`src/rtl/dhsc_pkg.sv`:
```
`timescale 1ns / 1ps
// Shared types and constants for the DHCPv6 header and option scanner.
// No dependencies; used by the interfaces and the top level.
package dhsc_pkg;

   localparam int unsigned DATA_WIDTH     = 8;
   localparam int unsigned PORT_WIDTH     = 16;
   localparam int unsigned TXID_WIDTH     = 24;
   localparam int unsigned CODE_WIDTH     = 16;
   localparam int unsigned LENGTH_WIDTH   = 16;
   localparam int unsigned COUNT_WIDTH    = 5;
   localparam int unsigned LEVEL_WIDTH    = 2;
   localparam int unsigned CSR_IDX_WIDTH  = 8;
   localparam int unsigned CSR_DATA_WIDTH = 16;

   localparam logic [CSR_IDX_WIDTH-1:0] CSR_CLIENT_PORT = 8'd0;
   localparam logic [CSR_IDX_WIDTH-1:0] CSR_SERVER_PORT = 8'd1;

   localparam logic [PORT_WIDTH-1:0] CLIENT_PORT_RESET = 16'd546;
   localparam logic [PORT_WIDTH-1:0] SERVER_PORT_RESET = 16'd547;

   localparam logic [DATA_WIDTH-1:0] MSG_TYPE_FIRST       = 8'd1;
   localparam logic [DATA_WIDTH-1:0] MSG_TYPE_RELAY_FORW  = 8'd12;
   localparam logic [DATA_WIDTH-1:0] MSG_TYPE_RELAY_REPL  = 8'd13;

   localparam logic [1:0] HDR_LAST_INDEX = 2'd3;

   localparam logic [LEVEL_WIDTH-1:0] LEVEL_NONE      = 2'd0;
   localparam logic [LEVEL_WIDTH-1:0] LEVEL_PLAUSIBLE = 2'd1;
   localparam logic [LEVEL_WIDTH-1:0] LEVEL_ON_PORT   = 2'd2;

   typedef enum logic [1:0] {
      PH_HEADER  = 2'd0,
      PH_OPTHDR  = 2'd1,
      PH_OPTDATA = 2'd2,
      PH_IDLE    = 2'd3
   } phase_type;

   typedef enum logic [1:0] {
      OH_CODE_HI = 2'd0,
      OH_CODE_LO = 2'd1,
      OH_LEN_HI  = 2'd2,
      OH_LEN_LO  = 2'd3
   } opt_hdr_type;

   typedef struct packed {
      logic                   header_ok;
      logic [DATA_WIDTH-1:0]  message_type;
      logic                   type_known;
      logic                   relay_message;
      logic [TXID_WIDTH-1:0]  transaction_id;
      logic [COUNT_WIDTH-1:0] option_count;
      logic [CODE_WIDTH-1:0]  lead_option_code;
      logic [LEVEL_WIDTH-1:0] detect_level;
   } result_type;

endpackage

```
`src/rtl/dhsc_req_if.sv`:
```
`timescale 1ns / 1ps
// Input channel: one payload byte per transaction with its side information.
// Depends on dhsc_pkg for field widths.
interface dhsc_req_if;
   logic                                 valid;
   logic                                 ready;
   logic [dhsc_pkg::DATA_WIDTH-1:0]      data_byte;
   logic                                 last_byte;
   logic [dhsc_pkg::PORT_WIDTH-1:0]      dest_port;
   logic                                 is_udp;

   modport source (output valid, data_byte, last_byte, dest_port, is_udp, input ready);
   modport sink   (input valid, data_byte, last_byte, dest_port, is_udp, output ready);
endinterface

```
`src/rtl/dhsc_rsp_if.sv`:
```
`timescale 1ns / 1ps
// Result channel: one scan summary per packet.
// Depends on dhsc_pkg for field widths.
interface dhsc_rsp_if;
   logic                                 valid;
   logic                                 ready;
   logic                                 header_ok;
   logic [dhsc_pkg::DATA_WIDTH-1:0]      message_type;
   logic                                 type_known;
   logic                                 relay_message;
   logic [dhsc_pkg::TXID_WIDTH-1:0]      transaction_id;
   logic [dhsc_pkg::COUNT_WIDTH-1:0]     option_count;
   logic [dhsc_pkg::CODE_WIDTH-1:0]      lead_option_code;
   logic [dhsc_pkg::LEVEL_WIDTH-1:0]     detect_level;

   modport source (output valid, header_ok, message_type, type_known, relay_message,
                   transaction_id, option_count, lead_option_code, detect_level,
                   input ready);
   modport sink   (input valid, header_ok, message_type, type_known, relay_message,
                   transaction_id, option_count, lead_option_code, detect_level,
                   output ready);
endinterface

```
`src/rtl/dhsc_csr_if.sv`:
```
`timescale 1ns / 1ps
// Configuration write channel: register index and write data.
// Depends on dhsc_pkg for field widths.
interface dhsc_csr_if;
   logic                                 valid;
   logic                                 ready;
   logic [dhsc_pkg::CSR_IDX_WIDTH-1:0]   index;
   logic [dhsc_pkg::CSR_DATA_WIDTH-1:0]  data;

   modport source (output valid, index, data, input ready);
   modport sink   (input valid, index, data, output ready);
endinterface

```
`src/rtl/dhcpv6_header_option_scanner.sv`:
```
`timescale 1ns / 1ps
// DHCPv6 header and option scanner: walks the message header and option TLVs
// of a UDP payload byte by byte. The result of a packet is valid in the cycle
// after its last byte is accepted. Throughput: one byte per cycle while
// results are taken; a result that waits holds off the input until it is taken.
// Reset (synchronous, active high) clears the parse state and the result valid,
// and sets the client and server ports to 546 and 547.
// Depends on dhsc_pkg, dhsc_req_if, dhsc_rsp_if and dhsc_csr_if.
module dhcpv6_header_option_scanner #(
   parameter int unsigned MAX_OPTIONS = 16
) (
   input logic           clock,
   input logic           reset,
   dhsc_req_if.sink      req_if,
   dhsc_rsp_if.source    rsp_if,
   dhsc_csr_if.sink      csr_if
);

   localparam int unsigned CNT_W     = $clog2(MAX_OPTIONS + 1);
   localparam int unsigned CNT_EXT_W = 9;
   localparam logic [CNT_W-1:0] CNT_MAX = CNT_W'(MAX_OPTIONS);

   logic [dhsc_pkg::PORT_WIDTH-1:0]   client_port_ff;
   logic [dhsc_pkg::PORT_WIDTH-1:0]   server_port_ff;

   dhsc_pkg::phase_type               phase_ff, phase_in;
   logic [1:0]                        hdr_idx_ff, hdr_idx_in;
   dhsc_pkg::opt_hdr_type             opt_idx_ff, opt_idx_in;
   logic [dhsc_pkg::DATA_WIDTH-1:0]   type_ff, type_in;
   logic [dhsc_pkg::TXID_WIDTH-1:0]   id_ff, id_in;
   logic [dhsc_pkg::CODE_WIDTH-1:0]   code_ff, code_in;
   logic [dhsc_pkg::DATA_WIDTH-1:0]   len_hi_ff, len_hi_in;
   logic [dhsc_pkg::LENGTH_WIDTH-1:0] left_ff, left_in;
   logic [CNT_W-1:0]                  count_ff, count_in;
   logic [dhsc_pkg::CODE_WIDTH-1:0]   first_ff, first_in;

   dhsc_pkg::result_type              rsp_ff, rsp_in;
   logic                              rsp_valid_ff;

   logic                              req_fire;
   logic                              opt_done;
   logic [dhsc_pkg::LENGTH_WIDTH-1:0] opt_len;
   dhsc_pkg::phase_type               phase_post;
   logic [1:0]                        hdr_idx_post;
   dhsc_pkg::opt_hdr_type             opt_idx_post;
   logic [CNT_W-1:0]                  count_post;
   logic                              hdr_ok;
   logic                              known;
   logic                              relay;
   logic                              port_hit;
   logic [CNT_EXT_W-1:0]              count_ext;

   assign req_fire      = req_if.valid && req_if.ready;
   assign req_if.ready  = !rsp_valid_ff || rsp_if.ready;
   assign csr_if.ready  = 1'b1;

   always_ff @(posedge clock) begin
      if (reset) begin
         client_port_ff <= dhsc_pkg::CLIENT_PORT_RESET;
         server_port_ff <= dhsc_pkg::SERVER_PORT_RESET;
      end else if (csr_if.valid) begin
         unique case (csr_if.index)
            dhsc_pkg::CSR_CLIENT_PORT: client_port_ff <= csr_if.data;
            dhsc_pkg::CSR_SERVER_PORT: server_port_ff <= csr_if.data;
            default: ;
         endcase
      end
   end

   always_ff @(posedge clock) begin
      if (reset) begin
         phase_ff   <= dhsc_pkg::PH_HEADER;
         hdr_idx_ff <= 2'd0;
         opt_idx_ff <= dhsc_pkg::OH_CODE_HI;
         count_ff   <= '0;
      end else begin
         phase_ff   <= phase_in;
         hdr_idx_ff <= hdr_idx_in;
         opt_idx_ff <= opt_idx_in;
         count_ff   <= count_in;
      end
   end

   always_ff @(posedge clock) begin
      type_ff   <= type_in;
      id_ff     <= id_in;
      code_ff   <= code_in;
      len_hi_ff <= len_hi_in;
      left_ff   <= left_in;
      first_ff  <= first_in;
   end

   always_comb begin
      phase_post   = phase_ff;
      hdr_idx_post = hdr_idx_ff;
      opt_idx_post = opt_idx_ff;
      count_post   = count_ff;
      type_in      = type_ff;
      id_in        = id_ff;
      code_in      = code_ff;
      len_hi_in    = len_hi_ff;
      left_in      = left_ff;
      first_in     = first_ff;
      opt_done     = 1'b0;
      opt_len      = {len_hi_ff, req_if.data_byte};

      if (req_fire) begin
         unique case (phase_ff)
            dhsc_pkg::PH_HEADER: begin
               if (hdr_idx_ff == 2'd0) begin
                  type_in = req_if.data_byte;
               end else begin
                  id_in = {id_ff[dhsc_pkg::TXID_WIDTH-dhsc_pkg::DATA_WIDTH-1:0],
                           req_if.data_byte};
               end
               if (hdr_idx_ff == dhsc_pkg::HDR_LAST_INDEX) begin
                  hdr_idx_post = 2'd0;
                  if (type_ff == dhsc_pkg::MSG_TYPE_RELAY_FORW ||
                      type_ff == dhsc_pkg::MSG_TYPE_RELAY_REPL || count_ff >= CNT_MAX) begin
                     phase_post = dhsc_pkg::PH_IDLE;
                  end else begin
                     phase_post = dhsc_pkg::PH_OPTHDR;
                  end
               end else begin
                  hdr_idx_post = hdr_idx_ff + 2'd1;
               end
            end
            dhsc_pkg::PH_OPTHDR: begin
               opt_idx_post = dhsc_pkg::opt_hdr_type'(opt_idx_ff + 2'd1);
               unique case (opt_idx_ff)
                  dhsc_pkg::OH_CODE_HI: code_in[15:8] = req_if.data_byte;
                  dhsc_pkg::OH_CODE_LO: code_in[7:0]  = req_if.data_byte;
                  dhsc_pkg::OH_LEN_HI:  len_hi_in     = req_if.data_byte;
                  dhsc_pkg::OH_LEN_LO: begin
                     if (opt_len == '0) begin
                        opt_done = 1'b1;
                     end else begin
                        left_in    = opt_len;
                        phase_post = dhsc_pkg::PH_OPTDATA;
                     end
                  end
                  default: ;
               endcase
            end
            dhsc_pkg::PH_OPTDATA: begin
               left_in = left_ff - 1'b1;
               if (left_ff == dhsc_pkg::LENGTH_WIDTH'(1)) begin
                  opt_done = 1'b1;
               end
            end
            default: ;
         endcase

         if (opt_done) begin
            if (count_ff < CNT_MAX) begin
               count_post = count_ff + 1'b1;
               if (count_ff == '0) begin
                  first_in = code_ff;
               end
            end
            phase_post   = (count_post >= CNT_MAX) ? dhsc_pkg::PH_IDLE : dhsc_pkg::PH_OPTHDR;
            opt_idx_post = dhsc_pkg::OH_CODE_HI;
         end
      end

      if (req_fire && req_if.last_byte) begin
         phase_in   = dhsc_pkg::PH_HEADER;
         hdr_idx_in = 2'd0;
         opt_idx_in = dhsc_pkg::OH_CODE_HI;
         count_in   = '0;
      end else begin
         phase_in   = phase_post;
         hdr_idx_in = hdr_idx_post;
         opt_idx_in = opt_idx_post;
         count_in   = count_post;
      end
   end

   assign hdr_ok    = phase_post != dhsc_pkg::PH_HEADER;
   assign known     = type_in >= dhsc_pkg::MSG_TYPE_FIRST &&
                      type_in <= dhsc_pkg::MSG_TYPE_RELAY_REPL;
   assign relay     = type_in == dhsc_pkg::MSG_TYPE_RELAY_FORW ||
                      type_in == dhsc_pkg::MSG_TYPE_RELAY_REPL;
   assign port_hit  = req_if.dest_port == client_port_ff || req_if.dest_port == server_port_ff;
   assign count_ext = CNT_EXT_W'(count_post);

   always_comb begin
      rsp_in = '0;
      if (hdr_ok) begin
         rsp_in.header_ok     = 1'b1;
         rsp_in.message_type  = type_in;
         rsp_in.type_known    = known;
         rsp_in.relay_message = relay;
         if (!relay) begin
            rsp_in.transaction_id   = id_in;
            rsp_in.option_count     = count_ext[dhsc_pkg::COUNT_WIDTH-1:0];
            rsp_in.lead_option_code = (count_post == '0) ? '0 : first_in;
            if (req_if.is_udp && known) begin
               rsp_in.detect_level = port_hit ? dhsc_pkg::LEVEL_ON_PORT
                                              : dhsc_pkg::LEVEL_PLAUSIBLE;
            end else begin
               rsp_in.detect_level = dhsc_pkg::LEVEL_NONE;
            end
         end
      end
   end

   always_ff @(posedge clock) begin
      if (reset) begin
         rsp_valid_ff <= 1'b0;
      end else if (req_fire && req_if.last_byte) begin
         rsp_valid_ff <= 1'b1;
      end else if (rsp_if.ready) begin
         rsp_valid_ff <= 1'b0;
      end
   end

   always_ff @(posedge clock) begin
      if (req_fire && req_if.last_byte) begin
         rsp_ff <= rsp_in;
      end
   end

   assign rsp_if.valid            = rsp_valid_ff;
   assign rsp_if.header_ok        = rsp_ff.header_ok;
   assign rsp_if.message_type     = rsp_ff.message_type;
   assign rsp_if.type_known       = rsp_ff.type_known;
   assign rsp_if.relay_message    = rsp_ff.relay_message;
   assign rsp_if.transaction_id   = rsp_ff.transaction_id;
   assign rsp_if.option_count     = rsp_ff.option_count;
   assign rsp_if.lead_option_code = rsp_ff.lead_option_code;
   assign rsp_if.detect_level     = rsp_ff.detect_level;

   a_last_gives_result: assert property (@(posedge clock) disable iff (reset)
      req_fire && req_if.last_byte |=> rsp_valid_ff)
      else $error("Last byte accepted without a result.");

   a_count_bounded: assert property (@(posedge clock) disable iff (reset)
      count_ff <= CNT_MAX)
      else $error("Option count exceeds its maximum.");

   a_relay_clean: assert property (@(posedge clock) disable iff (reset)
      rsp_valid_ff && rsp_ff.relay_message |->
         rsp_ff.transaction_id == '0 && rsp_ff.option_count == '0 &&
         rsp_ff.detect_level == dhsc_pkg::LEVEL_NONE)
      else $error("Relay result carries parsed fields.");

   a_short_no_detect: assert property (@(posedge clock) disable iff (reset)
      rsp_valid_ff && !rsp_ff.header_ok |-> rsp_ff.detect_level == dhsc_pkg::LEVEL_NONE)
      else $error("Short payload detected as DHCPv6.");

endmodule
```
`src/flat_wrapper.sv`:
```
// flat-port wrapper written by rule: the top's interface ports become plain ports
module dhcpv6_header_option_scanner_flat 
#(
   parameter int unsigned MAX_OPTIONS = 16
)
  (clock, reset, req_if_valid, req_if_data_byte, req_if_last_byte, req_if_dest_port, req_if_is_udp, req_if_ready, rsp_if_valid, rsp_if_header_ok, rsp_if_message_type, rsp_if_type_known, rsp_if_relay_message, rsp_if_transaction_id, rsp_if_option_count, rsp_if_lead_option_code, rsp_if_detect_level, rsp_if_ready, csr_if_valid, csr_if_index, csr_if_data, csr_if_ready);
  dhsc_req_if req_if_i ();
  dhsc_rsp_if rsp_if_i ();
  dhsc_csr_if csr_if_i ();
  input logic clock;
  input logic reset;
  input wire logic [$bits(req_if_i.valid)-1:0] req_if_valid;
  input wire logic [$bits(req_if_i.data_byte)-1:0] req_if_data_byte;
  input wire logic [$bits(req_if_i.last_byte)-1:0] req_if_last_byte;
  input wire logic [$bits(req_if_i.dest_port)-1:0] req_if_dest_port;
  input wire logic [$bits(req_if_i.is_udp)-1:0] req_if_is_udp;
  output wire logic [$bits(req_if_i.ready)-1:0] req_if_ready;
  output wire logic [$bits(rsp_if_i.valid)-1:0] rsp_if_valid;
  output wire logic [$bits(rsp_if_i.header_ok)-1:0] rsp_if_header_ok;
  output wire logic [$bits(rsp_if_i.message_type)-1:0] rsp_if_message_type;
  output wire logic [$bits(rsp_if_i.type_known)-1:0] rsp_if_type_known;
  output wire logic [$bits(rsp_if_i.relay_message)-1:0] rsp_if_relay_message;
  output wire logic [$bits(rsp_if_i.transaction_id)-1:0] rsp_if_transaction_id;
  output wire logic [$bits(rsp_if_i.option_count)-1:0] rsp_if_option_count;
  output wire logic [$bits(rsp_if_i.lead_option_code)-1:0] rsp_if_lead_option_code;
  output wire logic [$bits(rsp_if_i.detect_level)-1:0] rsp_if_detect_level;
  input wire logic [$bits(rsp_if_i.ready)-1:0] rsp_if_ready;
  input wire logic [$bits(csr_if_i.valid)-1:0] csr_if_valid;
  input wire logic [$bits(csr_if_i.index)-1:0] csr_if_index;
  input wire logic [$bits(csr_if_i.data)-1:0] csr_if_data;
  output wire logic [$bits(csr_if_i.ready)-1:0] csr_if_ready;
  assign req_if_i.valid = req_if_valid;
  assign req_if_i.data_byte = req_if_data_byte;
  assign req_if_i.last_byte = req_if_last_byte;
  assign req_if_i.dest_port = req_if_dest_port;
  assign req_if_i.is_udp = req_if_is_udp;
  assign req_if_ready = req_if_i.ready;
  assign rsp_if_valid = rsp_if_i.valid;
  assign rsp_if_header_ok = rsp_if_i.header_ok;
  assign rsp_if_message_type = rsp_if_i.message_type;
  assign rsp_if_type_known = rsp_if_i.type_known;
  assign rsp_if_relay_message = rsp_if_i.relay_message;
  assign rsp_if_transaction_id = rsp_if_i.transaction_id;
  assign rsp_if_option_count = rsp_if_i.option_count;
  assign rsp_if_lead_option_code = rsp_if_i.lead_option_code;
  assign rsp_if_detect_level = rsp_if_i.detect_level;
  assign rsp_if_i.ready = rsp_if_ready;
  assign csr_if_i.valid = csr_if_valid;
  assign csr_if_i.index = csr_if_index;
  assign csr_if_i.data = csr_if_data;
  assign csr_if_ready = csr_if_i.ready;
  dhcpv6_header_option_scanner #(.MAX_OPTIONS(MAX_OPTIONS)) u_core (.clock(clock), .reset(reset), .req_if(req_if_i), .rsp_if(rsp_if_i), .csr_if(csr_if_i));
endmodule
```
`config.mk`:
```
export PLATFORM = sky130hd
export DESIGN_NAME = dhcpv6_header_option_scanner_flat
export DESIGN_NICKNAME = d
export VERILOG_FILES = /design/src/rtl/dhsc_pkg.sv /design/src/rtl/dhsc_req_if.sv /design/src/rtl/dhsc_rsp_if.sv /design/src/rtl/dhsc_csr_if.sv /design/src/rtl/dhcpv6_header_option_scanner.sv /design/src/flat_wrapper.sv
export SDC_FILE = /design/constraint.sdc
export NUM_CORES = 1
export LEC_CHECK = 0
export BUFFER_PORTS_ARGS = -buffer_cell sky130_fd_sc_hd__buf_4
export CORE_MARGIN = 2
export CORE_UTILIZATION = 40
export CTS_CLUSTER_SIZE = 16
export DETAILED_ROUTE_END_ITERATION = 8
export PLACE_DENSITY = 0.55
export SKIP_CTS_REPAIR_TIMING = 1
export SYNTH_ARGS = -nofsm -noshare
export SYNTH_HDL_FRONTEND = slang
export SYNTH_SLANG_ARGS = --single-unit
```
`constraint.sdc`:
```
create_clock -name clock -period 7.6 [get_ports clock]
set_clock_uncertainty 0.05 [all_clocks]
set_input_delay 0.38 -clock clock [delete_from_list [all_inputs] [get_ports clock]]
set_output_delay 0.38 -clock clock [all_outputs]
set_load 0.1 [all_outputs]
```
* Word-level counts from Yosys, hierarchy flattened
Cells that the tools add are included.
** Storage, ports and cells
- Register bits after elaboration :: 190
- Bits in latches :: 0
- Memory bits (writable) :: 0
- ROM bits :: 0
- Input bits :: 55
- Output and inout port bits :: 61
- Logic and storage cells :: 123
- Memories :: 0
** Cells by class
- Add/sub/neg operators :: 4
- $mul :: 0
- Divide/modulo/power cells :: 0
- Order comparisons :: 5
- Eq/ne operators :: 16
- Shifts and indexed selects :: 0
- Mux-type cells :: 41
- Bitwise operators :: 2
- Reductions and logical operators :: 33
** Operators by type and width (number)
- 16-bit 2-to-1 mux :: 7
- 24-bit 2-to-1 mux :: 3
- 58-bit 2-to-1 mux :: 1
- 47-bit 2-to-1 mux :: 1
- 16-bit equality test :: 2
- 8-bit by 4-bit equality test with 1-bit output (second input constant) :: 4
- 16-bit one-hot mux with 2 select lines :: 1
- 5-bit 2-to-1 mux :: 5
- 2-bit 2-to-1 mux :: 12
- 8-bit 2-to-1 mux :: 3
- 16-bit by 1-bit equality test with 1-bit output (second input constant) :: 1
- 16-bit zero test :: 1
- 16-bit by 1-bit subtractor with 16-bit output (second input constant) :: 1
- 5-bit greater-or-equal comparator (second input constant) :: 2
- 5-bit zero test :: 2
- 3-bit AND reduction :: 3
- 2-bit equality test (second input constant) :: 4
- 8-bit by 1-bit equality test with 1-bit output (second input constant) :: 1
- 8-bit by 1-bit greater-or-equal comparator with 1-bit output (second input constant) :: 1
- 8-bit by 4-bit <= comparator with 1-bit output (second input constant) :: 1
- 8-bit zero test :: 1
- 2-bit AND reduction :: 4
- 2-bit nonzero test :: 4
- 2-bit zero test :: 3
- 16 further kinds :: 33

* Longest topological paths before layout
- Depth after elaboration :: 14
- Depth in mapped cells :: 10
- Mapped depth without buffers :: 8

* Least setup slack after synthesis
No wires, ideal clock.
- Path type :: register to register
- Start point :: register u_core.rsp_valid_ff (netlist: u_core.rsp_if.valid)
- End point :: register u_core.opt_idx_ff[0]
- Setup time :: 0.132 ns
- Data arrival time :: 3.118 ns
- Data required time :: 7.418 ns
- Path slack :: 4.300 ns
- Stages on the path, launching flop included :: 9
- Period minus slack after synthesis :: 3.300 ns
- Cells stage by stage :: dfxtp_1 -> nand2b_1 -> and2_1 -> clkbuf_1 -> nand2_1 -> inv_1 -> or2_2 -> clkbuf_1 -> nor3_1
** Between the ends
- Cells in the longest elaborated chain, start to end :: 5
- Elaborated cells on any way between the ends :: 6
- Those cells by class :: 6 x reduce/logical
** RTL lines
- start, declared :: RTL line dhcpv6_header_option_scanner.sv:38 : logic rsp_valid_ff;
- start signal, assigned :: RTL line dhcpv6_header_option_scanner.sv:210 : rsp_valid_ff <= 1'b0;
- start signal, assigned :: RTL line dhcpv6_header_option_scanner.sv:212 : rsp_valid_ff <= 1'b1;
- start signal, assigned :: RTL line dhcpv6_header_option_scanner.sv:214 : rsp_valid_ff <= 1'b0;
- 1-bit zero test * :: RTL line dhcpv6_header_option_scanner.sv:54 : assign req_if.ready = !rsp_valid_ff || rsp_if.ready;
- 1-bit logical OR * :: RTL line dhcpv6_header_option_scanner.sv:54
- 1-bit logical AND * :: RTL line dhcpv6_header_option_scanner.sv:53 : assign req_fire = req_if.valid && req_if.ready;
- 1-bit logical AND :: RTL line dhcpv6_header_option_scanner.sv:166 : if (req_fire && req_if.last_byte) begin
- 2-bit OR reduction (no line)
- end signal, assigned :: RTL line dhcpv6_header_option_scanner.sv:74 : opt_idx_ff <= dhsc_pkg::OH_CODE_HI;
- end signal, assigned :: RTL line dhcpv6_header_option_scanner.sv:79 : opt_idx_ff <= opt_idx_in;
- end, declared :: RTL line dhcpv6_header_option_scanner.sv:28 : dhsc_pkg::opt_hdr_type opt_idx_ff, opt_idx_in;
Every way passes the cells marked *; elsewhere a longest branch is shown, timed or not.
A chain may end at the register's enable or synchronous reset.

* Final worst setup path
- Start point :: register u_core.phase_ff[1]
- End point :: register u_core.rsp_ff (netlist bit u_core.rsp_if.lead_option_code[3]) (data pin)
** Between the ends
- Cells in the longest elaborated chain, start to end :: 8
- Elaborated cells on any way between the ends :: 24
- Those cells by class :: 4 x eq/ne; 14 x mux; 1 x bitwise; 5 x reduce/logical
** RTL lines
- start, declared :: RTL line dhcpv6_header_option_scanner.sv:26 : dhsc_pkg::phase_type phase_ff, phase_in;
- start signal, assigned :: RTL line dhcpv6_header_option_scanner.sv:72 : phase_ff <= dhsc_pkg::PH_HEADER;
- start signal, assigned :: RTL line dhcpv6_header_option_scanner.sv:77 : phase_ff <= phase_in;
- 2-bit equality test (tied with other cells) :: RTL line dhcpv6_header_option_scanner.sv:108 : unique case (phase_ff)
- 1-bit one-hot mux with 2 select lines or 2-bit 2-to-1 mux (tied branches) :: RTL line dhcpv6_header_option_scanner.sv:108, dhcpv6_header_option_scanner.sv:130
- 1-bit 2-to-1 mux or 2-bit one-hot mux with 2 select lines (tied branches) :: RTL line dhcpv6_header_option_scanner.sv:107, dhcpv6_header_option_scanner.sv:108
- 2-bit 2-to-1 mux :: RTL line dhcpv6_header_option_scanner.sv:154 : if (opt_done) begin
- 2-bit 2-to-1 mux :: RTL line dhcpv6_header_option_scanner.sv:107 : if (req_fire) begin
- 2-bit nonzero test :: RTL line dhcpv6_header_option_scanner.sv:179 : assign hdr_ok = phase_post != dhsc_pkg::PH_HEADER;
- 1-bit inverter (no line)
- 3-bit OR reduction (no line)
- end signal, assigned :: RTL line dhcpv6_header_option_scanner.sv:220 : rsp_ff <= rsp_in;
- end, declared :: RTL line dhcpv6_header_option_scanner.sv:37 : dhsc_pkg::result_type rsp_ff, rsp_in;
Several ways; a longest one is shown, not always the timed one. The select of a mux whose other input is x is not followed.

==> key figures <==
Floorplan
  • IO Count: between 100 and 150
  • Die H: between 100 and 150 um
  • Die Width: ~150 um
  • Row cnt: between 50 and 60
  • Full die area: between 20000 and 25000 um2
  • Starting Density: 40.3%
  • Core area: ~20000 um2

Drt
  • Via Count: 5280
  • Remaining DRCs: 0
  • DRT Pass-1 Iters: 6
  • Vias/cell: about 5
  • Antenna-violating nets left: 0
  • Routed WL: ~18 mm
  • Initial DRC count: 355
  • Wire per inst: roughly 17 um

Clock network
  • Clock latency on the worst-skew pair: ~430 ps
  • Htree depth: 4
  • CTS tree: done
  • TritonCTS Buffers: 17
  • Clk sink count: 190
  • Clock Tree Buf Depth: 2
  • Root Driver: clkbuf_16
  • Reg clk slew, reported paths: approximately 70 ps

Timing
  • Final Hold Viols: 0
  • Max-slew headroom: between 20% and 30%
  • Slew Viols, Final: 0
  • Peak Freq: 249 MHz
  • Post-route minimum period: 4020 ps
  • Final Setup Violations: 0
  • Tcrit/Tclk final: between 50% and 60%
  • Worst Max-Slew Pin Slew: ~1200 ps
  • RSZ-0062 raised after global routing: no
  • TNS Setup: 0 ps

Worst setup path
  • Setup crit start kind: flop
  • Critical path class: flop to flop
  • WP data required: ~7700 ps
  • WP data arrival: 4110 ps
  • Crit-path max FO: 34
  • Reg2reg path depth: 7
  • Crit end category: flop

Final layout
  • Ant diodes: 0
  • Final nets: approximately 840
  • Fillcell total: 1813
  • Finished Core Util: around 50%
  • Area grow syn2layout: 21.1%
  • Layout cell share with drive strength beyond 1: a little over a quarter

Synth
  • Post-synth top flop: edfxtp_1
  • Syn_area_per_cell: ~12 um2
  • Async S/R FF share, synth: 0%
  • Mapped Nets: 729
  • Seq cells post-synth: between 150 and 200
  • Syn. warnings: 0
  • Yosys top cell by area: edfxtp_1
  • Cells after Synth: 661
  • Number of flops mapped to enable cells by yosys: slightly below 100
  • Ranking of synthesized cells by area: edfxtp_1 (36%), dfxtp_1 (23%), mux2i_1 (5.8%), mux2_2 (4.0%), xor2_1 (3.8%)
  • Yosys cell types: 52
  • Share of the yosys chip area belonging to registers: around three fifths
  • Post-Syn Area: 8080 um2
  • Yosys top cell area share: 36.4%

Job
  • Number of max-cap violations: 0

Power and ir drop
  • Comb pwr share: about 11%
  • Pwr/cell area: about 240 nW/um2
  • Sw Pwr: around 620 uW
  • Max IR drop VDD: 153 uV
  • Internal power: between 1500 and 2000 uW
  • Switching fraction of total power: between 20% and 30%
  • Sequential power share: around 50%
  • Leak pwr: 0.00432 uW
  • Clock power share: 38.5%

Status
  • Outcome: complete, no violations

GRT
  • Met2 Usage GRT: 28.3%
  • M1 GR Usage: 22.8%
  • Vias in the first global route: roughly 5400
  • Met3 usage: 3.81%
  • Largest net degree at the start of global routing: 60
  • Gr usage total: between 10% and 20%
  • Most Crowded Layer GR: met2
  • Initial antenna violation count: 0
  • Total gr overflow: 0
  • Global-route wire length before repair: 28.8 mm

Placed design
  • Post-DP HPWL: about 12 mm
  • Routability cong.: 0.809
  • Port Buffers: between 100 and 150

Worst hold path
  • Worst Hold Depth: 2
  • Hold Path Class: input pin to flop
-- metal layers --
layer	share of wire, %	routed length [um]	up-vias
met5	0	0	-
met4	1.6	288	0
met3	4.1	742	25
met2	48	8690	116
met1	46	8370	2555
li1	-	-	2584
-- cells in the mapped netlist, drive strengths merged, types with 3 or more instances --
cell	count
nor2	74
o21a	4
dfxtp	92
nand2	18
o21ai	3
o211a	24
and3	3
a21oi	22
o32ai	3
a211o	7
edfxtp	98
ha	13
inv	39
nand3	14
or4	6
nor4b	3
nor2b	4
a31oi	3
mux2i	47
xor2	35
nand4	9
nor4	13
mux2	29
xnor2	12
clkbuf	26
nor3	28
buf	8
-- critical path, cell delays in order (launching register included) --
cell     delay, ps
dfxtp_1        420
ha_1           910
and4b_1        350
nand3_1        220
o32ai_4        420
a41oi_2        210
nor4b_4       1060
nor3_1         100
-- worst paths after layout --
| kind | from | to | slack [ps] |
|---|---|---|---|
| setup / recovery | u_core.phase_ff[1] | u_core.rsp_if.lead_option_code[3] | 3580 |
| hold / removal | csr_if_data[5] | u_core.client_port_ff[5] | 110 |
| setup reg to reg | u_core.phase_ff[1] | u_core.rsp_if.lead_option_code[3] | 3580 |
| hold reg to reg | u_core.first_ff[2] | u_core.first_ff[2] | 410 |
-- power groups by stage --
| stage | Clock, uW | Sequential, uW | Combinational, uW |
|---|---|---|---|
| final | 911 | 1190 | 269 |
| after CTS | 934 | 1190 | 270 |
| after global placement | 0 | 1210 | 266 |
| after floorplan | 0 | 1280 | 117 |
| after global routing | 974 | 1200 | 287 |
| after detailed placement | 0 | 1210 | 270 |
-- registers in the layout (all words and copies together) (netlist names) --
register	flops
u_core.id_ff	24
u_core.type_ff	8
u_core.len_hi_ff	8
u_core.rsp_if.valid	1
u_core.code_ff	16
u_core.client_port_ff	16
u_core.first_ff	16
u_core.phase_ff	2
u_core.rsp_if.lead_option_code	16
u_core.rsp_if.relay_message	1
u_core.rsp_if.message_type	8
u_core.count_ff	5
u_core.rsp_if.header_ok	1
u_core.rsp_if.transaction_id	24
u_core.left_ff	16
u_core.rsp_if.option_count	5
u_core.rsp_if.detect_level	2
u_core.hdr_idx_ff	2
u_core.rsp_if.type_known	1
u_core.opt_idx_ff	2
u_core.server_port_ff	16
-- placed cells by master (no fill, tap or decap), drive strengths merged, types with 24 or more instances in the layout --
cell type  instances
buf              121
dfxtp             92
edfxtp            98
inv               44
mux2              29
mux2i             47
nor2              74
nor3              28
o211a             24
xor2              35
-- cell families after synthesis --
group           after synthesis  synth area share, %
flops                       190                 59.2
simple gates                184                 12.1
compound gates               77                 8.05
mux                          76                 9.86
buf+inv                      73                 3.70
xor+xnor                     47                 5.09
fa+ha+maj                    13                 2.01
other cells                   1               0.0464
-- through the flow --
| step | hold slack, ps | setup slack [ps] | total power (uW) | area [um2] | instances |
|---|---|---|---|---|---|
| 2_1_floorplan | 380 | 4300 | 1400 | 8080 | 661 |
| 3_3_place_gp | 389 | 3690 | 1470 | 9190 | 1018 |
| 3_5_place_dp | 396 | 3560 | 1480 | 9190 | 1018 |
| 4_1_cts | 96.2 | 3560 | 2390 | 9790 | 1050 |
| 5_1_grt | 110 | 3230 | 2460 | 9790 | 1050 |
| 6_report | 114 | 3580 | 2370 | 9790 | 1050 |
-- layout make-up --
| cell class | count | area (um2) | area share (%) |
|---|---|---|---|
| repair buffers | 121 | 908 | 9.28 |
| inverters | 39 | 146 | 1.49 |
| multi-input cells | 398 | 3010 | 30.7 |
| flip-flops and latches | 190 | 4780 | 48.9 |
| clock buffers | 18 | 429 | 4.38 |
| well taps | 270 | 338 | 3.45 |
| clock inverters | 14 | 179 | 1.83 |
(Power assumes the default switching activity.)
